## src/etss_pkg.sv

```systemverilog
// ---------------------------------------------------------------------------
// etss_pkg
// Types, constants and helper functions for the echo-to-distance display.
// ---------------------------------------------------------------------------
`default_nettype none

package etss_pkg;

	localparam int unsigned REM_W  = 40;	// holds 10000 * largest divisor
	localparam int unsigned Q_W    = 14;	// quotient below 10000
	localparam int unsigned BCD_W  = 16;
	localparam int unsigned SCALE_W = 16;

	localparam logic [SCALE_W-1:0] SCALE_NUM  = 16'd34029;
	localparam logic [31:0]        ERROR_WORD = 32'h86AF2FFF;
	localparam logic [Q_W-1:0]     RANGE_LIMIT = 14'd10000;
	localparam logic [11:0]        BAR_TOP    = 12'hFFF;

	// Divisor selection: {metre_units, fine_point}
	typedef enum logic [1:0] {
		MODE_PLAIN = 2'b00,
		MODE_FINE  = 2'b01,
		MODE_METRE = 2'b10,
		MODE_BOTH  = 2'b11
	} mode_t;

	typedef logic [3:0][REM_W-1:0]        den_tab_t;
	typedef logic [3:0][10:1][REM_W-1:0]  thr_tab_t;

	// Sideband carried along the divider and digit stages
	typedef struct packed {
		mode_t       mode;
		logic        over;
		logic        bar_wr;
		logic [11:0] bar_pat;
	} side_t;

	typedef struct packed {
		logic [REM_W-1:0] rem;
		logic [Q_W-1:0]   q;
	} div_t;

	function automatic den_tab_t make_den();
		den_tab_t t;
		t[MODE_PLAIN] = REM_W'(64'd100000);
		t[MODE_FINE]  = REM_W'(64'd1000000);
		t[MODE_METRE] = REM_W'(64'd10000000);
		t[MODE_BOTH]  = REM_W'(64'd100000000);
		return t;
	endfunction

	localparam den_tab_t DEN_TAB = make_den();

	// 1000 * k * divisor for each mode; step ten is the range limit
	function automatic thr_tab_t make_thr();
		thr_tab_t t;
		logic [63:0] d;
		for (int m = 0; m < 4; m++) begin
			d = 64'(DEN_TAB[m]);
			for (int k = 1; k <= 10; k++) begin
				t[m][k] = REM_W'(d * 64'd1000 * 64'(k));
			end
		end
		return t;
	endfunction

	localparam thr_tab_t THR_TAB = make_thr();

	// Restoring division: n quotient bits starting at bit position top
	function automatic div_t div_steps(input div_t in, input logic [REM_W-1:0] den,
			input int top, input int n);
		div_t             d;
		logic [REM_W-1:0] trial;
		d = in;
		for (int j = 0; j < n; j++) begin
			trial = den << (top - j);
			if (d.rem >= trial) begin
				d.rem = d.rem - trial;
				d.q[top - j] = 1'b1;
			end
		end
		return d;
	endfunction

	// Seven shift-and-add-3 steps of binary to BCD
	function automatic logic [BCD_W-1:0] dd_steps(input logic [BCD_W-1:0] bcd_in,
			input logic [6:0] bits);
		logic [BCD_W-1:0] b;
		b = bcd_in;
		for (int i = 6; i >= 0; i--) begin
			for (int g = 0; g < 4; g++) begin
				if (b[g*4 +: 4] >= 4'd5)
					b[g*4 +: 4] = b[g*4 +: 4] + 4'd3;
			end
			b = {b[BCD_W-2:0], bits[i]};
		end
		return b;
	endfunction

	function automatic logic [7:0] seg_code(input logic [3:0] digit);
		logic [7:0] s;
		unique case (digit)
			4'd0: s = 8'hC0;
			4'd1: s = 8'hF9;
			4'd2: s = 8'hA4;
			4'd3: s = 8'hB0;
			4'd4: s = 8'h99;
			4'd5: s = 8'h92;
			4'd6: s = 8'h82;
			4'd7: s = 8'hF8;
			4'd8: s = 8'h80;
			4'd9: s = 8'h98;
			default: s = 8'hFF;
		endcase
		return s;
	endfunction

endpackage

`default_nettype wire

```

## src/echo_ticks_to_seven_segment_top.sv

```systemverilog
// ---------------------------------------------------------------------------
// echo_ticks_to_seven_segment_top
// Echo length in timer ticks to a four-digit seven-segment distance display.
// ---------------------------------------------------------------------------
// Usage:
//   Drive echo_ticks, metre_units, fine_point and bar_enable and pulse start.
//   busy is held low, so a transfer is taken on every cycle with start high;
//   a new echo length may follow in the very next cycle.
//   Each transfer yields one result: done is high for one cycle with
//   display_word, out_of_range, distance_value, bar_write and bar_pattern.
//   Throughput is one item per cycle. The eight stages are the
//   scaling multiplier, the threshold compares, four stages of the 14-bit
//   restoring divider, and two stages of binary to BCD with segment encode.
//   The receiver cannot stall: every result is presented exactly once.
//   Reset clears every valid bit, so no result appears until fed again;
//   payload registers keep whatever they held.
// ---------------------------------------------------------------------------
`default_nettype none

module echo_ticks_to_seven_segment_top
	import etss_pkg::*;
#(
	parameter int unsigned TICK_BITS = 24
) (
	input  wire logic                 clk,
	input  wire logic                 arst_n,
	input  wire logic                 start,
	output logic                      busy,
	input  wire logic [TICK_BITS-1:0] echo_ticks,
	input  wire logic                 metre_units,
	input  wire logic                 fine_point,
	input  wire logic                 bar_enable,
	output logic                      done,
	output logic [31:0]               display_word,
	output logic                      out_of_range,
	output logic [13:0]               distance_value,
	output logic                      bar_write,
	output logic [11:0]               bar_pattern
);

	// Scaled numerator width and the width both sides of a compare share
	localparam int unsigned NUM_W = TICK_BITS + SCALE_W;
	localparam int unsigned CMP_W = (NUM_W > REM_W) ? NUM_W : REM_W;

	// The pipeline never stalls, so a transfer is possible every cycle
	assign busy = 1'b0;

	logic accept;
	assign accept = start & ~busy;

	// Valid bits, one per stage
	logic v_s1, v_s2, v_s3, v_s4, v_s5, v_s6, v_s7;

	// Stage 1: scale the tick count
	logic [NUM_W-1:0] num_s1;
	mode_t            mode_s1;
	logic             bar_en_s1;

	// Stage 2 onwards: remainder, partial quotient and sideband
	logic [REM_W-1:0] rem_s2;
	side_t            side_s2, side_s3, side_s4, side_s5, side_s6, side_s7;
	div_t             div_s3, div_s4, div_s5, div_s6;
	logic [BCD_W-1:0] bcd_s7;
	logic [6:0]       qlo_s7;
	logic [6:0]       qhi_s7;

	always_ff @(posedge clk or negedge arst_n) begin
		if (!arst_n) begin
			v_s1 <= 1'b0;
			v_s2 <= 1'b0;
			v_s3 <= 1'b0;
			v_s4 <= 1'b0;
			v_s5 <= 1'b0;
			v_s6 <= 1'b0;
			v_s7 <= 1'b0;
			done <= 1'b0;
		end else begin
			v_s1 <= accept;
			v_s2 <= v_s1;
			v_s3 <= v_s2;
			v_s4 <= v_s3;
			v_s5 <= v_s4;
			v_s6 <= v_s5;
			v_s7 <= v_s6;
			done <= v_s7;
		end
	end

	// Stage 1: multiply by the speed-of-sound scale numerator
	always_ff @(posedge clk) begin
		num_s1    <= NUM_W'(echo_ticks) * NUM_W'(SCALE_NUM);
		mode_s1   <= mode_t'({metre_units, fine_point});
		bar_en_s1 <= bar_enable;
	end

	// Stage 2: compare against the bar thresholds and the range limit.
	// The thresholds rise with k, so the exceeded set is already a
	// thermometer code; the top step lights the whole bar.
	logic [CMP_W-1:0] num_ext;
	logic [9:1]       above;
	logic             over_c;
	logic [11:0]      thermo;
	side_t            side_c;

	always_comb begin
		num_ext = CMP_W'(num_s1);
		for (int k = 1; k <= 9; k++) begin
			above[k] = num_ext > CMP_W'(THR_TAB[mode_s1][k]);
		end
		over_c = num_ext >= CMP_W'(THR_TAB[mode_s1][10]);
		thermo = {{4{above[9]}}, above[8:1]};

		side_c.mode    = mode_s1;
		side_c.over    = over_c;
		side_c.bar_wr  = ~(bar_en_s1 & over_c);
		side_c.bar_pat = (bar_en_s1 & ~over_c) ? thermo : 12'h000;
	end

	always_ff @(posedge clk) begin
		// Drop the numerator when out of range so the divider stays in bounds
		rem_s2  <= over_c ? '0 : num_ext[REM_W-1:0];
		side_s2 <= side_c;
	end

	// Stages 3 to 6: restoring division by the selected divisor,
	// four quotient bits per stage, then the last two
	div_t div_in;
	assign div_in = '{rem: rem_s2, q: '0};

	always_ff @(posedge clk) begin
		div_s3  <= div_steps(div_in, DEN_TAB[side_s2.mode], 13, 4);
		side_s3 <= side_s2;
		div_s4  <= div_steps(div_s3, DEN_TAB[side_s3.mode], 9, 4);
		side_s4 <= side_s3;
		div_s5  <= div_steps(div_s4, DEN_TAB[side_s4.mode], 5, 4);
		side_s5 <= side_s4;
		div_s6  <= div_steps(div_s5, DEN_TAB[side_s5.mode], 1, 2);
		side_s6 <= side_s5;
	end

	// Stage 7: first half of binary to BCD on the upper quotient bits;
	// hold the binary quotient alongside for the distance output
	always_ff @(posedge clk) begin
		bcd_s7  <= dd_steps('0, div_s6.q[13:7]);
		qhi_s7  <= div_s6.q[13:7];
		qlo_s7  <= div_s6.q[6:0];
		side_s7 <= side_s6;
	end

	// Stage 8: finish BCD, encode segments and place the point
	logic [BCD_W-1:0] bcd_c;
	logic [7:0]       seg3, seg2, seg1, seg0;
	logic [31:0]      word_c;
	logic             fine_c;

	always_comb begin
		bcd_c  = dd_steps(bcd_s7, qlo_s7);
		fine_c = side_s7.mode[0];
		seg3   = seg_code(bcd_c[15:12]);
		seg2   = seg_code(bcd_c[11:8]);
		seg1   = seg_code(bcd_c[7:4]);
		seg0   = seg_code(bcd_c[3:0]);
		if (fine_c) begin
			seg2[7] = 1'b0;
		end else begin
			seg3[7] = 1'b0;
		end
		word_c = side_s7.over ? ERROR_WORD : {seg3, seg2, seg1, seg0};
	end

	always_ff @(posedge clk) begin
		display_word   <= word_c;
		out_of_range   <= side_s7.over;
		distance_value <= side_s7.over ? RANGE_LIMIT : {qhi_s7, qlo_s7};
		bar_write      <= side_s7.bar_wr;
		bar_pattern    <= side_s7.bar_pat;
	end

endmodule

`default_nettype wire

```

## config.mk

```make
export PLATFORM = sky130hd
export DESIGN_NAME = echo_ticks_to_seven_segment_top
export DESIGN_NICKNAME = d
export VERILOG_FILES = /design/src/etss_pkg.sv /design/src/echo_ticks_to_seven_segment_top.sv
export SDC_FILE = /design/constraint.sdc
export NUM_CORES = 2
export LEC_CHECK = 0
export BUFFER_PORTS_ARGS = -buffer_cell sky130_fd_sc_hd__buf_4
export CAP_MARGIN = 10
export CORE_MARGIN = 2
export CORE_UTILIZATION = 55
export CTS_CLUSTER_SIZE = 8
export DETAILED_ROUTE_END_ITERATION = 8
export GPL_ROUTABILITY_DRIVEN = 0
export PLACE_DENSITY = 0.74
export SLEW_MARGIN = 5
export SYNTH_ARGS = -nofsm -noshare
export SYNTH_HDL_FRONTEND = slang
export SYNTH_SLANG_ARGS = --single-unit
export TNS_END_PERCENT = 1
```

## constraint.sdc

```tcl
create_clock -name clk -period 12 [get_ports clk]
set_input_delay 1.2 -clock clk [delete_from_list [all_inputs] [get_ports clk]]
set_output_delay 1.2 -clock clk [all_outputs]
set_load 0.005 [all_outputs]
```

==> out/qor.yml <==
status:
  status: "completed"
yosys:
  post_synthesis_cell_area_sq_mm: 0.04334
  synthXorXnorAreaFrac_pct: 6.925
  synth_enable_flop_cells: 0
  yosys.area_share.adder_pct: 26.36
  synth_cell_type_count: 126
  synth.net_count: 6096
  synth.mux.area_fraction_pct: 3.323
  avgSynthCellArea_sq_um: 8.284
  synthArstFlopShare_pct: 1.985
  synth_top_flop_cell: "sky130_fd_sc_hd__dfxtp_1"
  synth_seq_cells: 403
  netlist_instances: 5232
  synthesis.yosys.warnings: 0
  post_synthesis_compound_gate_area_fraction_pct: 21.16
  synth_simple_gate_area_share_pct: 18.54
  ys_seq_area_share_pct: 18.71
  dominant_combinational_cell_family_by_area_after_synthesis: "adder cells"
critical_path:
  cp_max_fo: 20
  critPathLaunchType: "flip-flop"
  path_delay_family: "compound AO/OA/AOI/OAI gates"
  worst-r2r-setup-slack_ps: 430
  crit_arrival_ps: 12100
  r2r.worst_path.cells: 56
  path_common_cell: "sky130_fd_sc_hd__a21o_1"
  worstPathBufferInverterCount: 9
  critical_path_class: "reg2reg"
  r2r-start: "side_s3[15]"
  critPathCaptureType: "flip-flop"
  required_ps: 12530
  cpMaxStageDelayCell: "sky130_fd_sc_hd__or4_4"
  crit_path_depth: 56
  rr_endpoint: "div_s4[48]"
  critical_path_startpoint: "side_s3[15]"
  critPathCapture: "div_s4[48]"
  slowest_delay_ps: 580
clock_tree:
  clockBufferDepth: 3
  clk_pin_slew_ps: 60
  clock_tree.htree_level_count: 2
  cts_buffers: 57
  clkLatencyLatePin_ps: 620
  clock_sinks: 403
  cts_tree: "yes"
  root_buffer: "sky130_fd_sc_hd__clkbuf_16"
flow_run:
  max-cap-violations: 0
route:
  totalWireLength_um: 115100
  drt_drc_violations_left: 0
  dr.first_iter.drc_count: 3047
  vias: 38910
  wire_per_inst_um: 17.84
  ant_nets: 0
  viasPerCell: 6.033
  drt-pass1-iter-count: 6
sta:
  max_freq_mhz: 86.43
  final-setup-viol-count: 0
  share_of_the_cycle_needed_by_the_critical_path_after_routing_pct: 96.41
  grt_setup_unrepaired: "yes"
  relSlewSlack_pct: 32.86
  period_needed_ps: 11570
  tightest_slew_ps: 1006
  skew_ps: 33.96
  timing_max_transition_violations_final: 0
  timing_hold_violations_final: 0
cells_and_area:
  antenna_cells: 0
  fin_nets: 6265
  multiInputGateArea_sq_mm: 0.03342
  post_layout_nonfiller_instances: 6450
  seq_area_sq_mm: 0.008110
  fraction_of_layout_cells_with_a_size_suffix_above_1_pct: 9.519
  synthToLayoutAreaGrowth_pct: 10.05
  n_fill_cell: 6783
  most-common-layout-cells: "687 x sky130_fd_sc_hd__ha_1, 438 x sky130_fd_sc_hd__a21oi_1, 416 x sky130_fd_sc_hd__inv_1"
  layout_commonest_cell: "sky130_fd_sc_hd__ha_1"
  fin_util_pct: 61.37
floorplan:
  fp.dieArea_sq_mm: 0.08107
  core_sq_mm: 0.07772
  row_count: 102
  io_pins: 92
  effective_utilization_at_floorplan_pct: 55.77
  floorplan.die.height_um: 284.7
  die_width_um: 284.7
min_path:
  hold_class: "reg2reg"
  hold_depth: 0
global_routing:
  grt-ovfl-total: 0
  antenna_violations_before_repair: 3
  global_route_wire_length_before_repair_um: 186900
  grt_start_max_net_pins: 41
  number_of_global_route_vias_before_repair: 37600
  gr-usage-all-layers_pct: 27.62
place:
  dpl_hpwl_um: 90880
  place.detailed.instances: 6371
  buffer_ports.inserted: 89
==> worst min path at each step <==
stage | start | slack (ps) | endpoint
6_report | side_s5[13] | 300 | side_s6[13]
5_1_grt | side_s3[12] | 300 | side_s4[12]
4_1_cts | side_s5[13] | 300 | side_s6[13]
3_5_place_dp | side_s7[4] | 310 | bar_pattern[4]
3_3_place_gp | side_s6[7] | 310 | side_s7[7]
2_1_floorplan | side_s7[0] | 310 | bar_pattern[0]
==> metal layers <==
metal,up-vias,track usage [%],share of wire (%)
met4,2,10.61,3.7
met1,18240,35.20,43
li1,19090,-,-
met2,1279,47.80,47
met5,-,0,0.011
met3,303,3.018,6.0
==> synthesized netlist by cell type, types with 105 or more instances <==
| library cell | n | share of area, % |
|---|---|---|
| sky130_fd_sc_hd__ha_1 | 702 | 20 |
| sky130_fd_sc_hd__fa_1 | 132 | 6.1 |
| sky130_fd_sc_hd__nor3_1 | 106 | 1.2 |
| sky130_fd_sc_hd__nand2_1 | 365 | 3.2 |
| sky130_fd_sc_hd__xor2_1 | 110 | 2.2 |
| sky130_fd_sc_hd__a21oi_1 | 450 | 5.2 |
| sky130_fd_sc_hd__a21o_1 | 166 | 2.9 |
| sky130_fd_sc_hd__inv_1 | 419 | 3.6 |
| sky130_fd_sc_hd__nor2b_1 | 105 | 1.5 |
| sky130_fd_sc_hd__dfxtp_1 | 395 | 18 |
| sky130_fd_sc_hd__xnor2_1 | 229 | 4.6 |
| sky130_fd_sc_hd__o21ai_0 | 296 | 3.4 |
| sky130_fd_sc_hd__nor2_1 | 364 | 3.2 |
==> worst reg2reg max path, delay by kind of cell (launching register included) <==
family,cells,cell delay (ps)
AO/OA/AOI/OAI,27,5690
AND/OR/NAND/NOR,11,1900
adder cells (fa/ha/maj),6,1680
buffers and inverters,9,1030
multiplexers,2,650
flip-flops,1,350
XOR/XNOR,1,160
==> cell families after synthesis <==
| kind of cell | Yosys count |
|---|---|
| multiplexers | 132 |
| AO/OA/AOI/OAI | 1422 |
| XOR/XNOR | 341 |
| other | 2 |
| AND/OR/NAND/NOR | 1566 |
| flip-flops | 403 |
| adder cells (fa/ha/maj) | 834 |
| buffers and inverters | 532 |
==> timing repair <==
action	4_1_cts	5_1_grt
hold buffers	0	0
hold endpoints to repair	0	0
resized for setup	2	87
pin swaps	0	13
setup buffers	0	10
cloned	0	1
endpoints found under the setup margin	6	88
==> sequential cells by signal, indices dropped and copies added (netlist names), 2 cells and up <==
signal	flops
distance_value	14
mode_s1	2
side_s6	12
div_s5	52
div_s3	44
num_ext	40
side_s3	13
qlo_s7	7
display_word	31
side_s2	13
bar_pattern	9
qhi_s7	7
side_s7	11
bcd_s7	8
rem_s2	40
div_s4	48
side_s5	13
div_s6	14
side_s4	13
==> cell type report <==
| cell class | instances | share of cell area (%) |
|---|---|---|
| Inverter | 429 | 3.405 |
| Clock buffer | 65 | 3.185 |
| Clock inverter | 3 | 0.09181 |
| Tap cell | 1040 | 2.728 |
| Sequential cell | 403 | 17.00 |
| Timing Repair Buffer | 213 | 3.523 |
| Multi-Input combinational cell | 4297 | 70.06 |
==> through the flow <==
step                worst slack, ps  setup TNS, ps  area (sq um)  hold WS, ps
finish                        430.6              0         47700        299.8
global route                 -160.2          -1030         47700        303.6
CTS                           31.97              0         47230        298.3
detailed placement           -53.89         -184.1         45650        312.1
global placement              241.9              0         45650        310.8
floorplan                     30.43              0         43350        309.6
Power is left out: the tool's default activity adds up to more than one toggle a clock period on the data nets, which glitch-free logic cannot reach.
